==> config.mk <==
export PLATFORM = sky130hd
export DESIGN_NAME = cibp_front
export DESIGN_NICKNAME = d
export VERILOG_FILES = /design/src/design/cibp_pkg.sv /design/src/design/cibp_front.sv
export SDC_FILE = /design/constraint.sdc
export NUM_CORES = 1
export LEC_CHECK = 0
export CORE_MARGIN = 5
export CORE_UTILIZATION = 55
export CTS_CLUSTER_SIZE = 10
export DETAILED_ROUTE_END_ITERATION = 16
export DONT_BUFFER_PORTS = 1
export HOLD_SLACK_MARGIN = 0.1
export PLACE_DENSITY_LB_ADDON = 0.2
export SYNTH_ARGS = -nofsm -noshare
export SYNTH_HDL_FRONTEND = slang
export SYNTH_SLANG_ARGS = --single-unit
==> constraint.sdc <==
create_clock -name clk -period 25.3 [get_ports clk]
set_input_delay 5.06 -clock clk [delete_from_list [all_inputs] [get_ports clk]]
set_output_delay 5.06 -clock clk [all_outputs]
set_load 0.01 [all_outputs]
==> src/design/cibp_pkg.sv <==
// shared types and constants for the centered image border pad
// used by every module of the block; no dependencies

package cibp_pkg;

  localparam int STORE_PIXELS = 65536;
  localparam int STORE_AW     = $clog2(STORE_PIXELS);
  localparam int LOAD_AW      = STORE_AW + 1;
  localparam int DIM_W        = 13;
  localparam int POS_W        = 12;
  localparam int PIX_W        = 32;
  localparam int PROD_W       = POS_W + DIM_W;
  localparam int CFG_AW       = 5;
  localparam int CFG_DW       = 32;

  localparam logic [DIM_W-1:0] MAX_DIM = 13'd4096;

  localparam int JOBQ_DEPTH = 4;
  localparam int JOBQ_AW    = $clog2(JOBQ_DEPTH);
  localparam int OUTQ_DEPTH = 4;
  localparam int OUTQ_AW    = $clog2(OUTQ_DEPTH);

  localparam logic MODE_LOAD = 1'b0;
  localparam logic MODE_EMIT = 1'b1;

  localparam logic [1:0] FILL_ZERO      = 2'd0;
  localparam logic [1:0] FILL_ONES      = 2'd1;
  localparam logic [1:0] FILL_BACKGND   = 2'd2;
  localparam logic [1:0] FILL_REPLICATE = 2'd3;

  localparam logic [2:0] REG_SRC_W  = 3'd0;
  localparam logic [2:0] REG_SRC_H  = 3'd1;
  localparam logic [2:0] REG_TGT_W  = 3'd2;
  localparam logic [2:0] REG_TGT_H  = 3'd3;
  localparam logic [2:0] REG_FILL   = 3'd4;
  localparam logic [2:0] REG_BACKGND = 3'd5;
  localparam logic [2:0] REG_BPP    = 3'd6;

  typedef struct packed {
    logic             mode;
    logic [PIX_W-1:0] source_pixel;
  } in_item_t;

  typedef struct packed {
    logic [PIX_W-1:0] canvas_pixel;
    logic             from_source;
    logic             row_end;
    logic             frame_end;
  } out_item_t;

  typedef struct packed {
    logic [DIM_W-1:0] source_width;
    logic [DIM_W-1:0] source_height;
    logic [DIM_W-1:0] target_width;
    logic [DIM_W-1:0] target_height;
    logic [1:0]       fill_mode;
    logic [PIX_W-1:0] background_colour;
    logic [2:0]       bytes_per_pixel;
  } cfg_t;

  // one classified item handed from the front to the back
  typedef struct packed {
    logic                is_emit;
    logic                write_en;
    logic                need_read;
    logic [PIX_W-1:0]    data;
    logic [STORE_AW-1:0] store_addr;
    logic [POS_W-1:0]    sr;
    logic [POS_W-1:0]    sc;
    logic [DIM_W-1:0]    sw;
    logic                from_source;
    logic                row_end;
    logic                frame_end;
  } job_t;

endpackage

==> src/design/cibp_front.sv <==
// front end: accepts items, tracks load address and canvas position,
// classifies each canvas pixel; depends on cibp_pkg

module cibp_front (
  input  logic                clk,
  input  logic                rst_n,
  input  cibp_pkg::cfg_t      cfg,
  input  logic                in_push,
  input  cibp_pkg::in_item_t  in_data,
  output logic                in_full,
  input  logic                jobq_full,
  output logic                job_push,
  output cibp_pkg::job_t      job
);
  import cibp_pkg::*;

  logic [LOAD_AW-1:0] load_addr_r, load_addr_nxt;
  logic [POS_W-1:0]   row_r, row_nxt;
  logic [POS_W-1:0]   col_r, col_nxt;

  logic [DIM_W-1:0] sw, sh, cw, ch, tw_sat, th_sat;
  logic [DIM_W-1:0] h_diff, w_diff, top_end, left_end, sh_m1, sw_m1;
  logic [POS_W-1:0] top, left, r, c;
  logic             wrap, row_lo, row_hi, col_lo, col_hi, in_window;
  logic             last_col, last_row, need_read;
  logic [PIX_W-1:0] white, fill;
  logic             accept;

  assign in_full  = jobq_full;
  assign accept   = in_push && !jobq_full;
  assign job_push = accept;

  // canvas geometry from the live registers
  always_comb begin
    sw = (cfg.source_width > MAX_DIM) ? MAX_DIM : cfg.source_width;
    if (sw == '0) sw = DIM_W'(1);
    sh = (cfg.source_height > MAX_DIM) ? MAX_DIM : cfg.source_height;
    if (sh == '0) sh = DIM_W'(1);
    tw_sat = (cfg.target_width > MAX_DIM) ? MAX_DIM : cfg.target_width;
    th_sat = (cfg.target_height > MAX_DIM) ? MAX_DIM : cfg.target_height;
    cw = (tw_sat < sw) ? sw : tw_sat;
    ch = (th_sat < sh) ? sh : th_sat;
    h_diff = ch - sh;
    w_diff = cw - sw;
    top  = h_diff[POS_W:1];
    left = w_diff[POS_W:1];
    top_end  = {1'b0, top} + sh;
    left_end = {1'b0, left} + sw;
    sh_m1 = sh - DIM_W'(1);
    sw_m1 = sw - DIM_W'(1);
  end

  always_comb begin
    // restart when a register change left the position off the canvas
    wrap = ({1'b0, row_r} >= ch) || ({1'b0, col_r} >= cw);
    r = wrap ? '0 : row_r;
    c = wrap ? '0 : col_r;
    row_lo = r < top;
    row_hi = {1'b0, r} >= top_end;
    col_lo = c < left;
    col_hi = {1'b0, c} >= left_end;
    in_window = !row_lo && !row_hi && !col_lo && !col_hi;
    last_col = {1'b0, c} == (cw - DIM_W'(1));
    last_row = {1'b0, r} == (ch - DIM_W'(1));
    need_read = in_window || (cfg.fill_mode == FILL_REPLICATE);
  end

  always_comb begin
    case (cfg.bytes_per_pixel) inside
      3'd0, 3'd1: white = 32'h0000_00FF;
      3'd2:       white = 32'h0000_FFFF;
      3'd3:       white = 32'h00FF_FFFF;
      default:    white = 32'hFFFF_FFFF;
    endcase
    unique case (cfg.fill_mode)
      FILL_ZERO:    fill = '0;
      FILL_ONES:    fill = white;
      FILL_BACKGND: fill = cfg.background_colour;
      default:      fill = '0;
    endcase
  end

  always_comb begin
    job             = '0;
    job.is_emit     = (in_data.mode == MODE_EMIT);
    job.sw          = sw;
    job.sr          = row_lo ? '0 : (row_hi ? sh_m1[POS_W-1:0] : r - top);
    job.sc          = col_lo ? '0 : (col_hi ? sw_m1[POS_W-1:0] : c - left);
    job.from_source = in_window;
    job.row_end     = last_col;
    job.frame_end   = last_col && last_row;
    job.store_addr  = load_addr_r[STORE_AW-1:0];
    if (in_data.mode == MODE_EMIT) begin
      job.need_read = need_read;
      job.data      = need_read ? '0 : fill;
    end else begin
      job.write_en  = !load_addr_r[LOAD_AW-1];
      job.data      = in_data.source_pixel;
    end
  end

  always_comb begin
    load_addr_nxt = load_addr_r;
    row_nxt       = row_r;
    col_nxt       = col_r;
    if (accept) begin
      if (in_data.mode == MODE_LOAD) begin
        if (!load_addr_r[LOAD_AW-1]) load_addr_nxt = load_addr_r + LOAD_AW'(1);
      end else if (last_col) begin
        col_nxt = '0;
        if (last_row) begin
          row_nxt       = '0;
          load_addr_nxt = '0;
        end else begin
          row_nxt = r + POS_W'(1);
        end
      end else begin
        row_nxt = r;
        col_nxt = c + POS_W'(1);
      end
    end
  end

  always_ff @(posedge clk) begin
    if (!rst_n) begin
      load_addr_r <= '0;
      row_r       <= '0;
      col_r       <= '0;
    end else begin
      load_addr_r <= load_addr_nxt;
      row_r       <= row_nxt;
      col_r       <= col_nxt;
    end
  end

endmodule

; After elaboration in Yosys (flattened, before gate mapping)
; Index checks and enable logic that the tools add are counted.
[word_totals]
regBits = 41
latch_bits = 0
ramBits = 0
romBits = 0
inputBits = 126
out_inout_bits = 93
wordCells = 89
n_memories = 0
[op_classes]
n_addsub = 13
n_mul = 0
n_div = 0
magnitude_cmp = 12
n_eq_ne = 11
shift = 0
n_mux = 29
bitwise_logic = 0
reduce_logical = 20
[op_table]
columns = operator, count
row1 = two-way mux 32 bit, 5
row2 = two-way mux 12 bit, 9
row3 = two-way mux 13 bit, 8
row4 = two-way mux 17 bit, 4
row5 = case mux 32 bit (2 select lines), 1
row6 = greater-or-equal comparator 12 x 13 -> 1 bit, 4
row7 = "> comparator 13 bit, second input constant", 4
row8 = adder 12 x 13 -> 13 bit, 2
row9 = equality test 12 x 13 -> 1 bit, 2
row10 = zero test 13 bit, 2
row11 = less-than comparator 13 bit, 2
row12 = "subtractor 13 x 1 -> 13 bit, second input constant", 2
row13 = subtractor 13 bit, 2
row14 = "adder 12 x 1 -> 12 bit, second input constant", 2
row15 = less-than comparator 12 bit, 2
row16 = "subtractor 12 x 1 -> 12 bit, second input constant", 2
row17 = subtractor 12 bit, 2
row18 = "adder 17 x 1 -> 17 bit, second input constant", 1
row19 = "equality test 3 x 2 -> 1 bit, second input constant", 2
row20 = zero test 1 bit, 6
row21 = logical AND 1 bit, 5
row22 = "equality test 2 bit, second input constant", 2
row23 = "inequality test 2 x 1 -> 1 bit, second input constant", 2
row24 = AND reduction 4 bit, 1
row25 = other kinds (9), 11

; Logic depth before layout (Yosys ltp)
[depth]
word_depth = 17
ltp_mapped = 42
mapped_depth_nobuf = 35

; Worst setup path after synthesis
; Ideal clock, no wire load.
[synth_path]
path_kind = input port to output port
startpoint = in cfg[88] (netlist bit)
endpoint = out job[57] (netlist bit)
arrival_time_ps = 12614
path_slack_ps = 7626
path_stages = 36
path_buffers = 8
cell_sequence = clkbuf_1 nor2b_1 inv_1 ha_1 and3_1 a221o_1 a211oi_4 nand2_4 buf_4 buf_2 buf_2 o21a_1 ha_1 a2111oi_0 o21ai_0 nor3_1 o2bb2ai_1 nand3b_1 clkbuf_1 clkbuf_1 clkbuf_1 and3_1 ha_1 nor2b_1 o21a_1 o21a_1 o21a_1 o21a_1 o21ai_0 a21boi_0 o211ai_1 a21o_1 a21oi_1 o311ai_1 clkbuf_1 o22ai_1
[synth_lines]
columns = item, line
row1 = from (decl), cibp_front.sv:7  ; input cibp_pkg::cfg_t cfg,
row2 = to (decl), cibp_front.sv:13  ; output cibp_pkg::job_t job

==> summary.txt <==
Status
  • Status: finished clean

Synthesis
  • Top-area cell type share of the netlist area: 0.172
  • Synth top area cells: ha_1 (17%), dfxtp_1 (7.4%), inv_1 (5.4%)
  • Yosys reg bits: 41
  • Most common cell in the netlist: inv_1
  • Mapped Area: 11100 sq um
  • Sequential share of the synthesized area: 0.0737
  • Avg Synthesized Cell Area: 6.89 sq um
  • Synth top cells by count: inv_1 (159), ha_1 (153), nand2_1 (121)
  • FFs w/ async S/R, synth: 0
  • Post-synth EDFFs: 0
  • Top FF cell, synth: dfxtp_1
  • Yosys cell types: 98
  • Post-Syn Instances: 1616
  • Synth area leader: ha_1
  • Synth warn: 0
  • Synthesized Nets: 1901

Floorplan
  • Initial core utilization: 0.554
  • Std-Cell Rows: 52
  • Die W: 152 um
  • Die Y: 152 um
  • I/O pins: 219
  • Core area: 20100 sq um
  • Die ar.: 23200 sq um

STA
  • Min Clock Period, post-route: 19.21 ns
  • Max-slew violations: 0
  • TNS Setup: 0 ns
  • Slew of the pin with the lowest slew margin: 1.18 ns
  • Clock skew: 0.0108 ns
  • Slew margin rel.: 0.212
  • RSZ-0062 raised after global routing: no
  • Setup Viol. Count Final: 0
  • Final hold violation count: 0
  • Fmax: 52.1 MHz
  • Final period util: 0.759

Critical path
  • Worst EP required: 20.24 ns
  • Crit. Startpoint: cfg[84]
  • Slowest Stage Delay on Critical Path: 0.70 ns
  • Crit. End Element: output pin
  • Reg2reg start: col_r[8]$_SDFFE_PN0P_
  • Crit-path max FO: 34
  • Kind of critical path: input port to output pin
  • Most used cell, CP: a21oi_1
  • Worst setup SP type: input port
  • Crit path arrival time: 14.15 ns
  • Slowest CP cell: and2_1

Route
  • Final ANT Viol Nets: 0
  • Drt pass-1 iters: 6
  • Vias per cell: 6.42
  • DRC Markers: 0
  • Final wirelength: 35.7 mm
  • Iter 0 DRT Violations: 1196
  • Vias: 11600
  • WL per Instance: 19.8 um

Clock tree
  • CTS buffer count: 5
  • Post CTS Setup Buffer Count: 0
  • Sink Count: 41
  • CTS clk-pin slew, worst paths: 0.07 ns
  • Worst-skew pair later-pin latency: 0.30 ns
  • Root buf cell: clkbuf_16
  • H-tree levels: 2
  • TritonCTS clock tree: done
  • CTS resizes: 0
  • Hold-fix buffer count after cts: 0
  • Clk buf depth: 2

Global routing
  • Total global routing overflow: 0
  • Largest net degree at the start of global routing: 42
  • First-pass GRT wire length: 56.6 mm
  • GRT Total Usage: 0.289
  • Vias in the first global route: 10600
  • Initial antenna violation count: 2

Pwr
  • Power per cell area: 43.1 nW/um^2
  • Max rail drop VDD: 0.0234 mV
  • Pwr Total: 485 uW
  • P_leak: 5.11 nW

Min path
  • Hold path startpoint: load_addr_r[16]$_SDFFE_PN0P_
  • Class of the worst hold path: flip-flop to flip-flop

Finish
  • Layout cells sized above 1: 0.0372
  • Final design area excluding fillers: 11300 sq um
  • Final nets: 1818
  • Fin cells: 1806
  • Area Overhead vs Synth: 1.30%

Place
  • DP HPWL: 29.2 mm
  • Placed cells: 1794
  • Placed instance area: 11100 sq um
  • GPL Wtd Cong: 1.02
  • Port Buffers: 0

Run
  • Max cap viols: 0
-- power breakdown --
group	leakage, nW	total, mW	internal [mW]	switching [mW]
sequential	0.331	0.0660	0.0650	0.000970
clock	0.0831	0.0777	0.0493	0.0284
combinational	4.70	0.342	0.141	0.201
-- stage by stage --
step	hold slack, ns	util	setup slack [ns]
after floorplan	0.456	-	7.63
after global placement	0.482	0.551	6.13
after detailed placement	0.484	0.551	5.87
after CTS	0.494	0.559	5.81
after global routing	0.523	0.561	5.41
final	0.495	0.561	6.09
-- layer usage --
layer,share of wire,wire length [um],up-vias,global-route usage
li1,-,-,5645,-
met1,0.44,15600,5338,0.395
met2,0.45,15900,540,0.461
met3,0.092,3290,72,0.0645
met4,0.028,991,0,0.0771
met5,0,0,-,0
-- sequential cells by signal, summed over array words and instances, names as in the netlist --
| register | flops |
|---|---|
| col_r | 12 |
| load_addr_r | 17 |
| row_r | 12 |
-- area by class of cell --
cell class                 count  area [sq um]
multi-input combinational   1315          9260
fill                        2000          8830
sequential                    41           821
inverter                     161           604
tap                          270           338
clock buffer                   6           139
timing repair buffer           9          75.1
clock inverter                 2          37.5
antenna                        2          5.00
-- kinds of logic (layout without fill, tap and decap cells) --
kind of cell,after synthesis,in the layout,synth area share
other,0,2,0
XOR/XNOR,98,98,0.0784
AO/OA/AOI/OAI,473,473,0.275
AND/OR/NAND/NOR,547,547,0.256
adder cells (fa/ha/maj),159,159,0.183
flip-flops,41,41,0.0737
multiplexers,38,38,0.0373
buffers and inverters,260,178,0.0965
-- layout by cell type (no fill, tap or decap), drive strengths merged, types with 19 or more instances in the layout --
cell / netlist / final
inv: 160 / 160
ha: 153 / 153
nand2: 122 / 122
a21oi: 118 / 118
nor2: 116 / 116
o21ai: 104 / 104
xnor2: 65 / 65
nand3: 56 / 56
nor2b: 45 / 45
o22ai: 43 / 43
dfxtp: 41 / 41
and3: 33 / 33
nor3: 33 / 33
xor2: 32 / 32
mux2i: 32 / 32
a21o: 28 / 28
nand2b: 26 / 26
a211oi: 23 / 23
nand4: 20 / 20
nor4: 20 / 20
a31oi: 19 / 19
a21boi: 19 / 19
o211ai: 19 / 19
-- worst paths after layout --
| path | endpoint | slack (ns) | depth (start not counted) |
|---|---|---|---|
| setup / recovery | job[63] | 6.09 | 34 |
| hold / removal | load_addr_r[16]$_SDFFE_PN0P_ | 0.50 | 2 |
| setup reg to reg | load_addr_r[15]$_SDFFE_PN0P_ | 19.98 | 15 |
| hold reg to reg | load_addr_r[16]$_SDFFE_PN0P_ | 0.50 | 2 |
-- worst max-delay path: cells and delay by family --
kind            cells  cell delay [ns]
compound gates     17             4.39
simple gates        8             2.64
buf+inv             5             0.95
fa+ha+maj           4             1.07
Note: power is estimated with default switching activity, not from simulation.
