$ cat config.mk
export PLATFORM = sky130hd
export DESIGN_NAME = cibp_jobq
export DESIGN_NICKNAME = d
export VERILOG_FILES = /design/src/design/cibp_pkg.sv /design/src/design/cibp_jobq.sv
export SDC_FILE = /design/constraint.sdc
export NUM_CORES = 1
export LEC_CHECK = 0
export BUFFER_PORTS_ARGS = -buffer_cell sky130_fd_sc_hd__buf_2
export CORE_MARGIN = 2
export CORE_UTILIZATION = 40
export CTS_BUF_LIST = sky130_fd_sc_hd__clkbuf_16
export CTS_CLUSTER_DIAMETER = 40
export CTS_CLUSTER_SIZE = 12
export DETAILED_ROUTE_END_ITERATION = 7
export GPL_TIMING_DRIVEN = 1
export PLACE_DENSITY = 0.63
export SLEW_MARGIN = 0
export SYNTH_ARGS = -nofsm -noshare
export SYNTH_HDL_FRONTEND = slang
export SYNTH_SLANG_ARGS = --single-unit
$ cat constraint.sdc
create_clock -name clk -period 3.5 [get_ports clk]
set_clock_uncertainty 0.1 [all_clocks]
set_input_delay 0.7 -clock clk [delete_from_list [all_inputs] [get_ports clk]]
set_output_delay 0.7 -clock clk [all_outputs]
set_load 0.01 [all_outputs]
$ cat src/design/cibp_pkg.sv
// shared types and constants for the centered image border pad
// used by every module of the block; no dependencies

package cibp_pkg;

  localparam int STORE_PIXELS = 65536;
  localparam int STORE_AW     = $clog2(STORE_PIXELS);
  localparam int LOAD_AW      = STORE_AW + 1;
  localparam int DIM_W        = 13;
  localparam int POS_W        = 12;
  localparam int PIX_W        = 32;
  localparam int PROD_W       = POS_W + DIM_W;
  localparam int CFG_AW       = 5;
  localparam int CFG_DW       = 32;

  localparam logic [DIM_W-1:0] MAX_DIM = 13'd4096;

  localparam int JOBQ_DEPTH = 4;
  localparam int JOBQ_AW    = $clog2(JOBQ_DEPTH);
  localparam int OUTQ_DEPTH = 4;
  localparam int OUTQ_AW    = $clog2(OUTQ_DEPTH);

  localparam logic MODE_LOAD = 1'b0;
  localparam logic MODE_EMIT = 1'b1;

  localparam logic [1:0] FILL_ZERO      = 2'd0;
  localparam logic [1:0] FILL_ONES      = 2'd1;
  localparam logic [1:0] FILL_BACKGND   = 2'd2;
  localparam logic [1:0] FILL_REPLICATE = 2'd3;

  localparam logic [2:0] REG_SRC_W  = 3'd0;
  localparam logic [2:0] REG_SRC_H  = 3'd1;
  localparam logic [2:0] REG_TGT_W  = 3'd2;
  localparam logic [2:0] REG_TGT_H  = 3'd3;
  localparam logic [2:0] REG_FILL   = 3'd4;
  localparam logic [2:0] REG_BACKGND = 3'd5;
  localparam logic [2:0] REG_BPP    = 3'd6;

  typedef struct packed {
    logic             mode;
    logic [PIX_W-1:0] source_pixel;
  } in_item_t;

  typedef struct packed {
    logic [PIX_W-1:0] canvas_pixel;
    logic             from_source;
    logic             row_end;
    logic             frame_end;
  } out_item_t;

  typedef struct packed {
    logic [DIM_W-1:0] source_width;
    logic [DIM_W-1:0] source_height;
    logic [DIM_W-1:0] target_width;
    logic [DIM_W-1:0] target_height;
    logic [1:0]       fill_mode;
    logic [PIX_W-1:0] background_colour;
    logic [2:0]       bytes_per_pixel;
  } cfg_t;

  // one classified item handed from the front to the back
  typedef struct packed {
    logic                is_emit;
    logic                write_en;
    logic                need_read;
    logic [PIX_W-1:0]    data;
    logic [STORE_AW-1:0] store_addr;
    logic [POS_W-1:0]    sr;
    logic [POS_W-1:0]    sc;
    logic [DIM_W-1:0]    sw;
    logic                from_source;
    logic                row_end;
    logic                frame_end;
  } job_t;

endpackage

$ cat src/design/cibp_jobq.sv
// short queue of classified items between front and back
// depends on cibp_pkg

module cibp_jobq (
  input  logic            clk,
  input  logic            rst_n,
  input  logic            push,
  input  cibp_pkg::job_t  push_job,
  output logic            full,
  input  logic            pop,
  output cibp_pkg::job_t  head,
  output logic            empty
);
  import cibp_pkg::*;

  job_t               slot_r [JOBQ_DEPTH];
  logic [JOBQ_AW-1:0] wr_ptr_r, rd_ptr_r;
  logic [JOBQ_AW:0]   cnt_r;
  logic               do_push, do_pop;

  assign full    = (cnt_r == (JOBQ_AW+1)'(JOBQ_DEPTH));
  assign empty   = (cnt_r == '0);
  assign do_push = push && !full;
  assign do_pop  = pop && !empty;
  assign head    = slot_r[rd_ptr_r];

  always_ff @(posedge clk) begin
    if (do_push) slot_r[wr_ptr_r] <= push_job;
  end

  always_ff @(posedge clk) begin
    if (!rst_n) begin
      wr_ptr_r <= '0;
      rd_ptr_r <= '0;
      cnt_r    <= '0;
    end else begin
      if (do_push) wr_ptr_r <= wr_ptr_r + JOBQ_AW'(1);
      if (do_pop)  rd_ptr_r <= rd_ptr_r + JOBQ_AW'(1);
      if (do_push && !do_pop)      cnt_r <= cnt_r + (JOBQ_AW+1)'(1);
      else if (do_pop && !do_push) cnt_r <= cnt_r - (JOBQ_AW+1)'(1);
    end
  end

  a_jobq_no_overrun: assert property (@(posedge clk) disable iff (!rst_n)
    push |-> !full)
    else $error("job queue written while full");

endmodule

Word level (Yosys, flattened, before mapping)
Memory sizes are Yosys's and may differ from the RTL's. A register that Yosys moved wholly into a read port is not among the register bits.
Cells that the tools add are included.
Operators by class
  reductions and logical operators: 10
  $add $sub $neg: 4
  equality and inequality tests: 1
  muxes and demuxes: 6
Operator list (count)
  two-way mux 3 bit: 2
  adder 2 x 1 -> 2 bit, second input constant: 2
  logical AND 1 bit: 4
  zero test 1 bit: 4
  two-way mux 2 bit: 2
  adder 3 x 1 -> 3 bit, second input constant: 1
  equality test 3 bit, second input constant: 1
  zero test 3 bit: 1
  subtractor 3 x 1 -> 3 bit, second input constant: 1
  two-way mux 1 bit: 2
  nonzero test 2 bit: 1
Word-level totals
  output and inout bits: 93
  logic and storage cells: 25
  memory bits (writable): 364
  memories: 1
  input port bits: 95
  flip-flop bits (word level): 7
Memories
  slot_r: depth 4, width 91, read ports 1, clocked after memory_dff 1, write ports 1, line cibp_jobq.sv:16  | job_t slot_r [JOBQ_DEPTH];

Logic depth before layout (Yosys ltp)
Gate-level depths: netlist of the first run.
  depth after elaboration: 7
  depth in mapped cells: 9
  mapped depth without buffers: 8

Least setup slack after synthesis of the first run
Ideal clock, no wire load.
  path kind: input -> register
  from: input push
  to: memory slot_r[0][0] (netlist bit) (enable)
  path slack: -161 ps
  data arrival time: 3101 ps
  cell stages on the path: 3
  library setup time: 460 ps
  required time: 2940 ps
  path buffers: 1
  cells stage by stage: nor2b_1 buf_2 and2_1
On the way
  longest elaborated chain between the ends: 3
Ends and longest elaborated chain
  start, declared: line cibp_jobq.sv:7  | input logic push,
  logical AND 1 bit: line cibp_jobq.sv:23  | assign do_push = push && !full;
  via do_push: line cibp_jobq.sv:19  | logic do_push, do_pop;
  two-way mux 1 bit: line cibp_jobq.sv:28  | if (do_push) slot_r[wr_ptr_r] <= push_job;
  two-way mux 1 bit (implied by the code): line cibp_jobq.sv:28
  end, declared: line cibp_jobq.sv:16
The timed path passes the listed nets, and every way through them passes these cells.

==> results.cfg, run 1 <==
[worst_setup_path]
critical_path_class = reg2out
crit_arrival_ns = 2.05
crit_path_end_kind = output port
crit_path_max_fanout = 47
setup.worst_path.start_class = flip-flop
critPathRequiredTime_ns = 2.70

[cts]
htree_levels = 2
holdBufCountCts = 0
post-cts-setup-buffer-count = 0
clk_pin_slew_ns = 0.05
cts_resized = 0
cts_made_buffers = 49
clock-sinks = 373
cts_tree = yes
cts_root_buffer = clkbuf_16
clk_latency_ns = 0.53
cts_max_path_buffers = 3

[status]
status = finished clean

[logic_synthesis]
syn_area_per_cell_um2 = 26.2
ys_seq_area_frac = 0.811
syn_inst = 523
synth_area_mm2 = 0.0137
ys_ff_latch = 373
syn_nets = 624
yosys_warnings = 0
yosysUniqueCellTypes = 23

[power]
p_int_uw = 9700
vdd_ir_drop_max_mv = 0.520
p_switching_uw = 3350
seq_power_share = 0.426
p_per_area_mw_per_mm2 = 778
switching_share = 0.257
p_leak_uw = 0.00566
power_frac_clock = 0.364
power_frac_comb = 0.210
power.total_uw = 13000

[floorplan]
dieHeight_um = 189
ioPinCount = 188
fp.dieW_um = 189
die_area_mm2 = 0.0358
rows = 67
core_mm2 = 0.0336
start_util = 0.408

[route]
num_vias = 6172
wl_met3_um = 1850
drt-met1-wl_um = 10500
wl_um = 25900
drt_iter0_drc = 270
wl_met2_um = 13000
wl_per_cell_um = 20.9
viasPerCell = 4.98
antenna_left = 0
highest_layer = met5
drc = 0
drt-pass1-iter-count = 4

[placed_design]
dp_hpwl_um = 15800
pre_cts_slack_ns = 0.685
portBuffers = 187
gp_congestion = 0.726

[timing]
setup-violations-final = 0
hold_violations = 0
finalCritPeriodShare = 0.815
fmax_ghz = 0.351
fin_crit_ns = 2.85
tns_ns = 0
max-slew-margin-rel = 0.602
rsz0062_at_grt = false
tightest_slew_ns = 0.596
fin_ws_ns = 0.648
finalMaxSlewViolations = 0

[final_layout]
post-route-util = 0.499
area.growth.synth_to_final_pct = 22.4
drive_gt1_frac = 0.477
nets = 856

[flow_run]
maxCapViolCount = 0

[global_routing]
first_global_vias = 6922
antenna_found_initial = 4
grt_max_degree = 56
grt_pass1_wl_um = 39500
grt_usage = 0.145
grt-ovfl-total = 0

[worst_hold_path]
worstHoldPathType = in2reg
## stage by stage
stage	hold slack, ns	cells	area (um2)
after floorplan	0.368	523	13700
after global placement	0.379	1152	15200
after detailed placement	0.411	1152	15200
after CTS	0.252	1239	16800
after global routing	0.257	1239	16800
final	0.282	1240	16800
## power by group through the flow
| stage | clock network, uW | logic [uW] | registers [uW] |
|---|---|---|---|
| 4_1_cts | 4870 | 2830 | 5560 |
| 6_report | 4750 | 2740 | 5560 |
| 5_1_grt | 5060 | 2980 | 5590 |
| 3_5_place_dp | 0 | 2810 | 5650 |
| 3_3_place_gp | 0 | 2770 | 5610 |
| 2_1_floorplan | 0 | 1960 | 5610 |
## cells in the mapped netlist, drive strengths merged
cell type	instances	area share
a21boi	1	0.00055
and2	8	0.0037
buf	20	0.018
clkbuf	2	0.00055
dfxtp	9	0.013
edfxtp	364	0.80
fa	1	0.0015
ha	5	0.0046
inv	3	0.00082
mux2i	3	0.0022
mux4	91	0.15
nand2	4	0.0011
nor2b	2	0.00091
nor3	1	0.00036
nor3b	1	0.00091
o21ai	1	0.00036
o311ai	1	0.00064
o31ai	1	0.00091
or3	1	0.00046
xnor2	3	0.0019
xor2	1	0.00064
## worst max-delay path, stage by stage, from the launching register on
cell and delay, ns:
dfxtp_4 0.37, buf_12 0.31, mux4_2 0.59, buf_2 0.16
## kinds of logic after synthesis
family	after synthesis	share of synthesized area
xor gates and xnor gates	4	0.00256
buffers and inverters	25	0.0190
muxes	94	0.152
adders and majority gates	6	0.00603
and+or+nand+nor	17	0.00740
DFF	373	0.811
AOI/OAI and AO/OA	4	0.00247
## metal layers
metal,GRT usage,up-vias
li1,-,2729
met1,0.182,3192
met2,0.247,204
met3,0.0423,43
met4,0.0409,4
met5,0,-
## layout make-up
cell class / count / area [um2]
clock buffers: 51 / 1280
repair buffers: 203 / 1140
fillers: 2664 / 16800
clock inverters: 36 / 324
diodes: 1 / 2.50
inverters: 3 / 11.3
flip-flops and latches: 373 / 11100
well taps: 448 / 561
multi-input cells: 125 / 2340
## cells in the final DEF (no fill, tap or decap), types with 3 or more instances in the layout
cell type   synthesis  final
inv_6               0      6
buf_2              10    187
clkinv_1            0      7
buf_12              9      7
edfxtp_1          364    364
and2_4              0      4
xnor2_1             3      3
bufinv_16           0      4
clkinv_2            0      4
buf_4               0      9
inv_1               3      8
clkinvlp_4          0      5
mux2i_1             3      3
ha_1                5      5
dfxtp_1             9      7
nand2_1             4      4
mux4_2             91     91
and2_1              8      4
clkinv_4            0      3
clkbuf_16           0     51
## state kept, by name (all words and copies together) (netlist names), named ones only
register  cells
slot_r      364
rd_ptr_r      2
cnt_r         3
wr_ptr_r      2
## worst paths after layout
| path | from | end | cells past startpoint | slack (ns) |
|---|---|---|---|---|
| worst max-delay path | flip-flop | head[23] | 3 | 0.65 |
| worst min-delay path | push_job[11] | slot_r[3][11] | 1 | 0.28 |
| worst max register to register | cnt_r[1] | cnt_r[2] | 8 | 0.86 |
| worst min register to register | wr_ptr_r[0] | wr_ptr_r[0] | 2 | 0.43 |
Note: power is estimated with default switching activity, not from simulation.
==> inputs of run 2 (changes only) <==
==> constraint.sdc (replaced) <==
create_clock -name clk -period 2.5 [get_ports clk]
set_clock_uncertainty 0.1 [all_clocks]
set_input_delay 0.5 -clock clk [delete_from_list [all_inputs] [get_ports clk]]
set_output_delay 0.5 -clock clk [all_outputs]
set_load 0.01 [all_outputs]
==> run 2 against run 1 <==
  * The flow now finishes with violations (setup timing)
  * Via count increased by 1.1%
  * Routed wire length increased by 2.7%
  * Worst hold slack got worse by 0.22 ns
  * Sequential power increased by 40%
==> results.cfg, run 2 (synthesis gave the netlist of run 1 again) <==
[status]
violations = setup timing
status = complete, but fails checks

[final_layout]
reg_top3 = slot_r (364), cnt_r (3)
layout_commonest_cell = edfxtp_1
drive_gt1_frac = 0.489
layout_common_cells = edfxtp_1 (364), buf_2 (146), mux4_2 (91)
nets = 869
post-route-util = 0.519
top_register = slot_r
largest_register_ffs = 364
area.growth.synth_to_final_pct = 27.3

[power]
power.total_uw = 19500
p_leak_uw = 0.00593
p_per_area_mw_per_mm2 = 1120
vdd_ir_drop_max_mv = 0.795
power_frac_clock = 0.351
switching_share = 0.251
seq_power_share = 0.400
power_frac_comb = 0.249
p_switching_uw = 4890
p_int_uw = 14600

[cts]
cts_tree = yes
cts_made_buffers = 47
holdBufCountCts = 0
cts_root_buffer = clkbuf_16
clk_pin_slew_ns = 0.06
clk_latency_ns = 0.54
clock-sinks = 373
cts_max_path_buffers = 3
htree_levels = 2

[route]
viasPerCell = 4.98
num_vias = 6240
antenna_left = 0
wl_um = 26600
drt-pass1-iter-count = 4
drc = 0
wl_per_cell_um = 21.2
drt_iter0_drc = 349

[floorplan]
dieHeight_um = 189
core_mm2 = 0.0336
start_util = 0.408
rows = 67
fp.dieW_um = 189
ioPinCount = 188
die_area_mm2 = 0.0358

[worst_setup_path]
crit_arrival_ns = 1.93
crit_path_end_kind = output port
critPathRequiredTime_ns = 1.90
reg2reg_from = cnt_r[1]
crit_path_max_fanout = 6
setup.worst_path.start_class = flip-flop
critical_path_class = reg2out
regToRegSetupSlack_ns = 0.26

[placed_design]
pre_cts_slack_ns = 0.207
dp_hpwl_um = 15700
gp_congestion = 0.738
portBuffers = 187

[worst_hold_path]
worstHoldStart = push_job[26]
worstHoldPathType = in2reg

[timing]
fin_crit_ns = 2.53
setup-violations-final = 45
finalMaxSlewViolations = 0
tightest_slew_ns = 0.390
fmax_ghz = 0.395
tns_ns = -0.468
max-slew-margin-rel = 0.740
whs_ns = 0.0671
finalCritPeriodShare = 1.01
hold_violations = 0
rsz0062_at_grt = true
fin_ws_ns = -0.0298

[global_routing]
grt_max_degree = 56
antenna_found_initial = 2
first_global_vias = 6922
grt_usage = 0.147
grt_pass1_wl_um = 39800
grt-ovfl-total = 0

[flow_run]
maxCapViolCount = 0
[run 2: cell count changes in the layout (fill, tap and decap cells not counted), sizes merged]
cell	previous run	this run
clkinv	14	17
bufinv	4	8
buf	203	212
clkbuf	51	54
clkinvlp	5	3
inv	16	12
[run 2: worst paths after layout]
check,cells past startpoint,end
max,4,head[66]
min reg2reg,2,wr_ptr_r[1]
min,1,slot_r[2][26]
max reg2reg,7,cnt_r[2]
[run 2: metal layers]
metal  global-route usage  vias up  share of wire
met1                0.184     3259           0.42
met4               0.0451        2          0.020
met3               0.0404       44          0.060
met5                    0        -        0.00049
li1                     -     2761              -
met2                0.250      174           0.50
[run 2: critical path, cell delays in order, from the launching register on]
cell	delay, ns
dfxtp_4	0.38
buf_6	0.16
clkbuf_16	0.18
mux4_2	0.51
buf_2	0.16
[run 2: metrics by stage]
step,area [um2],instances
2_1_floorplan,13700,523
3_3_place_gp,15300,1154
3_5_place_dp,15300,1154
4_1_cts,17100,1240
5_1_grt,17400,1252
6_report,17500,1253
[run 2: timing repair]
action / 4_1_cts / 5_1_grt
cloned: 0 / 8
setup endpoints to repair: 84 / 92
buffers inserted: 1 / 4
resized for setup: 30 / 23
[run 2: layout make-up]
class | instances | area (um2)
Tap cell | 448 | 561
Fill cell | 2625 | 16200
Antenna cell | 1 | 2.50
Inverter | 3 | 11.3
Clock inverter | 37 | 420
Multi-Input combinational cell | 125 | 2340
Timing Repair Buffer | 218 | 1790
Clock buffer | 48 | 1200
Sequential cell | 373 | 11100
[run 2: power by group through the flow]
| stage | combinational, uW | sequential [uW] | clock (uW) |
|---|---|---|---|
| after floorplan | 2740 | 7850 | 0 |
| after global placement | 3940 | 7900 | 0 |
| after detailed placement | 3980 | 7970 | 0 |
| after CTS | 4360 | 7810 | 7010 |
| after global routing | 5210 | 7840 | 7270 |
| final | 4840 | 7780 | 6840 |
