<file path="config.mk">
export PLATFORM = sky130hd
export DESIGN_NAME = cibp_regs
export DESIGN_NICKNAME = d
export VERILOG_FILES = /design/src/design/cibp_pkg.sv /design/src/design/cibp_regs.sv
export SDC_FILE = /design/constraint.sdc
export NUM_CORES = 1
export LEC_CHECK = 0
export BUFFER_PORTS_ARGS = -buffer_cell sky130_fd_sc_hd__buf_2
export CORE_MARGIN = 3
export CORE_UTILIZATION = 49
export DETAILED_ROUTE_END_ITERATION = 10
export PLACE_DENSITY = 0.79
export SYNTH_ARGS = -nofsm -noshare
export SYNTH_HDL_FRONTEND = slang
export SYNTH_SLANG_ARGS = --single-unit
</file>
<file path="constraint.sdc">
create_clock -name clk -period 1.05 [get_ports clk]
set_input_delay 0.0525 -clock clk [delete_from_list [all_inputs] [get_ports clk]]
set_output_delay 0.0525 -clock clk [all_outputs]
set_load 0.1 [all_outputs]
</file>
<file path="src/design/cibp_pkg.sv">
// shared types and constants for the centered image border pad
// used by every module of the block; no dependencies

package cibp_pkg;

  localparam int STORE_PIXELS = 65536;
  localparam int STORE_AW     = $clog2(STORE_PIXELS);
  localparam int LOAD_AW      = STORE_AW + 1;
  localparam int DIM_W        = 13;
  localparam int POS_W        = 12;
  localparam int PIX_W        = 32;
  localparam int PROD_W       = POS_W + DIM_W;
  localparam int CFG_AW       = 5;
  localparam int CFG_DW       = 32;

  localparam logic [DIM_W-1:0] MAX_DIM = 13'd4096;

  localparam int JOBQ_DEPTH = 4;
  localparam int JOBQ_AW    = $clog2(JOBQ_DEPTH);
  localparam int OUTQ_DEPTH = 4;
  localparam int OUTQ_AW    = $clog2(OUTQ_DEPTH);

  localparam logic MODE_LOAD = 1'b0;
  localparam logic MODE_EMIT = 1'b1;

  localparam logic [1:0] FILL_ZERO      = 2'd0;
  localparam logic [1:0] FILL_ONES      = 2'd1;
  localparam logic [1:0] FILL_BACKGND   = 2'd2;
  localparam logic [1:0] FILL_REPLICATE = 2'd3;

  localparam logic [2:0] REG_SRC_W  = 3'd0;
  localparam logic [2:0] REG_SRC_H  = 3'd1;
  localparam logic [2:0] REG_TGT_W  = 3'd2;
  localparam logic [2:0] REG_TGT_H  = 3'd3;
  localparam logic [2:0] REG_FILL   = 3'd4;
  localparam logic [2:0] REG_BACKGND = 3'd5;
  localparam logic [2:0] REG_BPP    = 3'd6;

  typedef struct packed {
    logic             mode;
    logic [PIX_W-1:0] source_pixel;
  } in_item_t;

  typedef struct packed {
    logic [PIX_W-1:0] canvas_pixel;
    logic             from_source;
    logic             row_end;
    logic             frame_end;
  } out_item_t;

  typedef struct packed {
    logic [DIM_W-1:0] source_width;
    logic [DIM_W-1:0] source_height;
    logic [DIM_W-1:0] target_width;
    logic [DIM_W-1:0] target_height;
    logic [1:0]       fill_mode;
    logic [PIX_W-1:0] background_colour;
    logic [2:0]       bytes_per_pixel;
  } cfg_t;

  // one classified item handed from the front to the back
  typedef struct packed {
    logic                is_emit;
    logic                write_en;
    logic                need_read;
    logic [PIX_W-1:0]    data;
    logic [STORE_AW-1:0] store_addr;
    logic [POS_W-1:0]    sr;
    logic [POS_W-1:0]    sc;
    logic [DIM_W-1:0]    sw;
    logic                from_source;
    logic                row_end;
    logic                frame_end;
  } job_t;

endpackage

</file>
<file path="src/design/cibp_regs.sv">
// configuration register file behind the apb-style port
// depends on cibp_pkg

module cibp_regs (
  input  logic                          clk,
  input  logic                          rst_n,
  input  logic                          cfg_psel,
  input  logic                          cfg_penable,
  input  logic                          cfg_pwrite,
  input  logic [cibp_pkg::CFG_AW-1:0]   cfg_paddr,
  input  logic [cibp_pkg::CFG_DW-1:0]   cfg_pwdata,
  output logic [cibp_pkg::CFG_DW-1:0]   cfg_prdata,
  output logic                          cfg_pready,
  output cibp_pkg::cfg_t                cfg
);
  import cibp_pkg::*;

  cfg_t       cfg_r;
  logic       wr_en;
  logic [2:0] reg_idx;

  assign cfg_pready = 1'b1;
  assign wr_en      = cfg_psel && cfg_penable && cfg_pwrite && cfg_pready;
  assign reg_idx    = cfg_paddr[CFG_AW-1:2];
  assign cfg        = cfg_r;

  always_ff @(posedge clk) begin
    if (!rst_n) begin
      cfg_r.source_width      <= DIM_W'(1);
      cfg_r.source_height     <= DIM_W'(1);
      cfg_r.target_width      <= '0;
      cfg_r.target_height     <= '0;
      cfg_r.fill_mode         <= FILL_ZERO;
      cfg_r.background_colour <= '0;
      cfg_r.bytes_per_pixel   <= 3'd3;
    end else if (wr_en) begin
      unique case (reg_idx)
        REG_SRC_W:   cfg_r.source_width      <= cfg_pwdata[DIM_W-1:0];
        REG_SRC_H:   cfg_r.source_height     <= cfg_pwdata[DIM_W-1:0];
        REG_TGT_W:   cfg_r.target_width      <= cfg_pwdata[DIM_W-1:0];
        REG_TGT_H:   cfg_r.target_height     <= cfg_pwdata[DIM_W-1:0];
        REG_FILL:    cfg_r.fill_mode         <= cfg_pwdata[1:0];
        REG_BACKGND: cfg_r.background_colour <= cfg_pwdata[PIX_W-1:0];
        REG_BPP:     cfg_r.bytes_per_pixel   <= cfg_pwdata[2:0];
        default: ;
      endcase
    end
  end

  always_comb begin
    unique case (reg_idx)
      REG_SRC_W:   cfg_prdata = CFG_DW'(cfg_r.source_width);
      REG_SRC_H:   cfg_prdata = CFG_DW'(cfg_r.source_height);
      REG_TGT_W:   cfg_prdata = CFG_DW'(cfg_r.target_width);
      REG_TGT_H:   cfg_prdata = CFG_DW'(cfg_r.target_height);
      REG_FILL:    cfg_prdata = CFG_DW'(cfg_r.fill_mode);
      REG_BACKGND: cfg_prdata = CFG_DW'(cfg_r.background_colour);
      REG_BPP:     cfg_prdata = CFG_DW'(cfg_r.bytes_per_pixel);
      default:     cfg_prdata = '0;
    endcase
  end

endmodule

</file>
==> results of run 1 <==
[through the flow]
stage | hold slack [ps] | cell area (sq um) | cells | worst slack [ps] | setup TNS [ps]
global placement | 289 | 7780 | 702 | -177 | -11330
floorplan | 184 | 4780 | 429 | -1160 | -5540
[cell families after synthesis]
logic type      share of synthesized area [%]
flops                                    43.5
buf+inv                                  4.91
other cells                            0.0915
mux                                      27.4
compound gates                           4.55
simple gates                             19.6
==> flow_summary.ini, run 1 <==
[outcome]
status = stopped before the end
haltStage = 3_5_place_dp
tool.error = [ERROR DPL-0033] detailed placement checks failed during check placement.

[synthesis]
synth_top_area_cell = dfxtp_1
yosysWarnings = 0
ys_async_sr_fraction_pct = 0
synth_seq_cells = 89
synth_most_common_cell = nand2_1
avgSynthCellArea_sq_um = 9.56
syn_inst = 429
synth_ff_type = dfxtp_1
synth_edf_count = 0
seq_area_frac_synth_pct = 43.5
ys_types = 30
synth_common_cells = 128 x nand2_1, 110 x mux2i_1, 89 x dfxtp_1
syn_nets = 471
synthTopCellsByArea = dfxtp_1 43%, mux2i_1 27%, nand2_1 12%
synth_area_sq_um = 4100
yosysTopAreaCellShare_pct = 43.5

[floorplan]
die_w_um = 97.5
start_util_pct = 51.7
die_y_um = 97.5
rows = 32
ioPinCount = 164

[place]
io_buffer_count = 160
gp_congestion = 0.944
hpwl_um = 15600
==> run 2, diff against run 1 <==
--- a/config.mk
+++ b/config.mk
@@ -7,9 +7,9 @@
 export LEC_CHECK = 0
 export BUFFER_PORTS_ARGS = -buffer_cell sky130_fd_sc_hd__buf_2
 export CORE_MARGIN = 3
-export CORE_UTILIZATION = 49
+export CORE_UTILIZATION = 40
 export DETAILED_ROUTE_END_ITERATION = 10
-export PLACE_DENSITY = 0.79
+export PLACE_DENSITY_LB_ADDON = 0.15
 export SYNTH_ARGS = -nofsm -noshare
 export SYNTH_HDL_FRONTEND = slang
 export SYNTH_SLANG_ARGS = --single-unit
==> flow_summary.ini, run 2 <==
[synthesis]
synth_area_sq_um = 4100
synthAdderAreaFrac_pct = 0
synthTopCellsByArea = dfxtp_1 43%, mux2i_1 27%, nand2_1 12%
synth_edf_count = 0
synth-simple-area-share_pct = 19.6
syn_nets = 471
synth_seq_cells = 89
synth_ff_type = dfxtp_1
avgSynthCellArea_sq_um = 9.56
synth_most_common_cell = nand2_1
synth_compound_area_share_pct = 4.55
synth_top_area_cell = dfxtp_1
ys_types = 30
syn_inst = 429
ys_async_sr_fraction_pct = 0
seq_area_frac_synth_pct = 43.5
yosysTopAreaCellShare_pct = 43.5
synth_top_family_by_area = multiplexers
synth_common_cells = 128 x nand2_1, 110 x mux2i_1, 89 x dfxtp_1
yosysWarnings = 0
synthXorXnorAreaFrac_pct = 0
synthMuxAreaShare_pct = 27.4

[setup_path]
crit_type = reg -> out
cp_max_fo = 2
crit_buf_inv = 1
crit_path_start_kind = flop
worstPathArrival_ps = 1570
cp-end-kind = output port
critPathTopFamily = compound AO/OA/AOI/OAI gates
crit_required_ps = 1000
worstRegToRegCells = 4
critPathMaxStageDelay_ps = 370
path_cells = mux2i_1, o21ai_1, a21boi_4, buf_12
slowest_stage = dfxtp_2
path_depth = 4

[cells_and_area]
mostFrequentLayoutCells = 137 x buf_12, 128 x nand2_1, 89 x mux2i_1
layout_commonest_cell = buf_12
fin_area_sq_um = 9220
nets = 747
largest_reg_flops = 89
diodes = 0
utilization_pct = 93.5
syn2layout_area_growth_pct = 125
drive_above_1_share_pct = 62.8

[routing]
first_pass_iters = 5
drc_errors = 0
via_per_inst = 5.72
dr.first_iter.drc_count = 384
vias = 4825
wirelength_um = 22000
ant_nets = 0
post_drt_wl_per_cell_um = 26.1

[cts]
cts_tree = built
path_clk_slew_ps = 110
cts-root-buf = clkbuf_8
cts_max_level = 3
clkLatencyLatePin_ps = 360
cts_sinks = 89
clockBufferDepth = 2
cts-buffers-inserted = 9

[floorplan]
ioPinCount = 164
die_w_um = 107
start_util_pct = 41.6
die_y_um = 107
dieArea_sq_um = 11500
rows = 36
core_area_sq_um = 9860

[sta]
hold_slack_ps = 58.2
fin_skew_ps = 0
finalCriticalPeriod_ps = 1620
setup_viol = 78
setup_tns_ps = -6940
rsz0062_at_grt = true
timing.final.hold_violations = 0
layout_setup_ws_ps = -570
max_freq_ghz = 0.617
fin_crit_sh_pct = 154
finalMaxSlewViolations = 0

[power]
clockPowerShare_pct = 36.0
ir_drop_mv = 0.694
power_switching_uw = 2260
power_frac_seq_pct = 45.8
switching_share_pct = 31.6
p_leak_uw = 0.00349
powerDensity_nw_per_um2 = 777
p_int_uw = 4900
combPwrFrac_pct = 18.2

[place]
gp_congestion = 0.892
post-place-ws_ps = -226
placed_cell_area_sq_um = 7880
io_buffer_count = 160
hpwl_um = 10200

[grt]
grt_pass1_wl_um = 29300
grt_max_degree = 54
overflow = 0
antenna_found_initial = 0
grt_pass1_vias = 5064
grt_use_total_pct = 33.3

[outcome]
failed_checks = setup timing
status = finished with violations

[job]
maxCapViolations = 0

[min_path]
min-delay-path-class = in -> reg
whs_path_depth = 3
run 2: stage by stage:
step | std cells | power, uW
after detailed placement | 737 | 4420
after floorplan | 429 | 3990
final | 843 | 7160
after global placement | 737 | 4390
after global routing | 843 | 7270
after CTS | 816 | 6960
run 2: power by group through the flow:
stage | Combinational, uW | Clock, uW | Sequential, uW
floorplan | 458 | 0 | 3530
global placement | 1030 | 0 | 3360
detailed placement | 1050 | 0 | 3360
CTS | 1220 | 2460 | 3280
global route | 1350 | 2640 | 3280
finish | 1310 | 2580 | 3280
run 2: kinds of logic after synthesis:
| family | Yosys count |
|---|---|
| buffers and inverters | 33 |
| flip-flops | 89 |
| AO/OA/AOI/OAI | 24 |
| other | 1 |
| AND/OR/NAND/NOR | 170 |
| multiplexers | 112 |
run 2: path summary, 6_finish.rpt:
kind | start | slack [ps] | endpoint
max | cfg[65] | -570 | cfg_prdata[2]
min | cfg_pwdata[5] | 60 | cfg[42]
max reg2reg | cfg[39] | 90 | cfg[39]
min reg2reg | cfg[11] | 500 | cfg[11]
run 2: cell type report:
type	instances	area (sq um)
Timing Repair Buffer	297	4160
Sequential cell	89	2060
Clock buffer	9	124
Tap cell	133	166
Multi-Input combinational cell	307	2640
Inverter	1	3.75
Clock inverter	7	77.6
Fill cell	277	644
run 2: layer usage:
layer / GRT usage [%] / share of wire (%) / up-vias
li1: - / - / 2014
met1: 36.7 / 34 / 2356
met2: 61.5 / 52 / 326
met3: 6.86 / 7.0 / 129
met4: 13.9 / 6.8 / 0
met5: 0 / 0 / -
run 2: timing repair:
| action | CTS | global route |
|---|---|---|
| hold buffers | 20 | 0 |
| pin swaps | 16 | 1 |
| endpoints found under the hold margin | 20 | 0 |
| setup endpoints to repair | 37 | 85 |
| resized for setup | 72 | 33 |
| setup buffers | 41 | 47 |
| cloned | 2 | 0 |
run 2: worst register-to-register path, cell delays in order (launching register included):
cell and delay, ps:
dfxtp_4 380, buf_6 100, buf_4 100, nand2_1 70, mux2i_1 210
(Power assumes the default switching activity.)
==> run 3, diff against run 2 <==
--- a/config.mk
+++ b/config.mk
@@ -6,10 +6,11 @@
 export NUM_CORES = 1
 export LEC_CHECK = 0
 export BUFFER_PORTS_ARGS = -buffer_cell sky130_fd_sc_hd__buf_2
-export CORE_MARGIN = 3
+export CAP_MARGIN = 20
 export CORE_UTILIZATION = 40
 export DETAILED_ROUTE_END_ITERATION = 10
 export PLACE_DENSITY_LB_ADDON = 0.15
+export RECOVER_POWER = 50
 export SYNTH_ARGS = -nofsm -noshare
 export SYNTH_HDL_FRONTEND = slang
 export SYNTH_SLANG_ARGS = --single-unit
==> flow_summary.ini, run 3 (synthesis results as in run 2) <==
[setup_path]
crit_path_start_kind = flop
cp_max_fo = 2
r2r_setup_slack_ps = 50
timing.critical_path.from = cfg[51]
crit_required_ps = 1000
cp-endpoint = cfg_prdata[1]
slowest_stage = dfxtp_2
worstPathArrival_ps = 1580
worstRegToRegCells = 4
r2r-end = cfg[1]
critPathMaxStageDelay_ps = 350
path_cells = mux2_2, a21oi_2, o211ai_1, buf_12
rr_startpoint = cfg[1]
crit_type = reg -> out
cp-end-kind = output port

[power]
power_frac_seq_pct = 45.9
switching_share_pct = 31.0
powerDensity_nw_per_um2 = 782
p_leak_uw = 0.00349
report.power.total_uw = 7150
p_int_uw = 4930
ir_drop_mv = 0.801
power_switching_uw = 2220
combPwrFrac_pct = 17.9
clockPowerShare_pct = 36.2

[cells_and_area]
drive_above_1_share_pct = 62.6
syn2layout_area_growth_pct = 123
nets = 753
diodes = 0
layout_commonest_cell = buf_12
largest_reg_flops = 89
fin_area_sq_um = 9140
mostFrequentLayoutCells = 132 x buf_12, 128 x nand2_1, 89 x mux2i_1

[sta]
fin_crit_sh_pct = 156
finalCriticalPeriod_ps = 1640
setup_tns_ps = -11710
setup_viol = 170
layout_setup_ws_ps = -587
rsz0062_at_grt = true
finalMaxSlewViolations = 0
timing.final.hold_violations = 0
fin_skew_ps = 0
max_freq_ghz = 0.611

[cts]
cts-root-buf = clkbuf_8
cts_max_level = 3
cts-buffers-inserted = 9
cts_sinks = 89
clockBufferDepth = 2
clkLatencyLatePin_ps = 370
path_clk_slew_ps = 90
cts_tree = built

[place]
post-place-ws_ps = -260
gp_congestion = 0.873
hpwl_um = 10500
placed_cell_area_sq_um = 7910
io_buffer_count = 160

[grt]
grt_pass1_wl_um = 26000
overflow = 0
grt_pass1_vias = 4641
antenna_found_initial = 0
grt_max_degree = 39
grt_use_total_pct = 33.5

[floorplan]
start_util_pct = 41.6
core_area_sq_um = 9860
rows = 36
dieArea_sq_um = 10700
ioPinCount = 164
die_y_um = 103
die_w_um = 103

[routing]
dr.first_iter.drc_count = 271
wirelength_um = 21500
via_per_inst = 5.67
ant_nets = 0
first_pass_iters = 5
vias = 4818
post_drt_wl_per_cell_um = 25.3
drc_errors = 0

[outcome]
status = finished with violations
failed_checks = setup timing

[job]
maxCapViolations = 0

[min_path]
min-delay-path-class = in -> reg
-- run 3: cell types whose count changed in the layout (fill, tap and decap cells not counted), moves of 2 or more --
| cell | previous run | this run |
|---|---|---|
| mux2i_4 | 20 | 18 |
| buf_6 | 55 | 66 |
| buf_12 | 137 | 132 |
| mux2i_2 | 1 | 3 |
| buf_2 | 35 | 39 |
| buf_4 | 47 | 38 |
| clkbuf_2 | 0 | 4 |
| nor2_1 | 3 | 5 |
| nor2_4 | 5 | 2 |
-- run 3: final cells by class --
| class | count | area, sq um |
|---|---|---|
| Fill cell | 297 | 727 |
| Clock inverter | 6 | 65.1 |
| Multi-Input combinational cell | 307 | 2580 |
| Timing Repair Buffer | 303 | 4130 |
| Clock buffer | 10 | 138 |
| Sequential cell | 89 | 2050 |
| Inverter | 1 | 3.75 |
| Tap cell | 133 | 166 |
-- run 3: timing repair --
action,CTS,global route
pin swaps,4,2
hold buffers,21,0
setup buffers,46,51
endpoints found under the setup margin,43,90
gates resized for setup,67,35
endpoints found under the hold margin,23,0
-- run 3: worst min path at each step --
stage                     cells after the start  slack [ps]      end           start
after CTS                                     3          10  cfg[77]           rst_n
after detailed placement                      3         300  cfg[18]  cfg_pwdata[15]
after floorplan                               2         180  cfg[26]  cfg_pwdata[23]
after global routing                          3          40  cfg[51]           rst_n
final                                         3          40  cfg[77]           rst_n
after global placement                        3         290  cfg[16]  cfg_pwdata[13]
-- run 3: power groups by stage --
stage                     combinational, uW  clock, uW  sequential [uW]
after global routing                   1310       2720             3280
after CTS                              1200       2490             3280
after floorplan                         458          0             3530
after global placement                 1050          0             3360
final                                  1280       2590             3280
after detailed placement               1080          0             3360
-- run 3: per-layer routing --
metal / GRT usage [%] / share of wire (%) / up-vias
met1: 37.1 / 35 / 2338
met3: 6.99 / 6.5 / 109
li1: - / - / 2039
met4: 15.4 / 6.1 / 0
met5: 0 / 0 / -
met2: 61.4 / 52 / 332
-- run 3: critical path, delay by kind of cell (launching register included) --
family,cells,cell delay [ps]
flops,1,350
compound gates,2,360
buf+inv,1,220
mux,1,290
-- run 3: through the flow --
step / instances / hold slack, ps / util [%]
after floorplan: 429 / 184 / -
after global placement: 739 / 289 / 80.2
after detailed placement: 739 / 296 / 80.2
after CTS: 820 / 12.2 / 90.6
after global routing: 849 / 42.1 / 92.6
final: 849 / 39.4 / 92.6
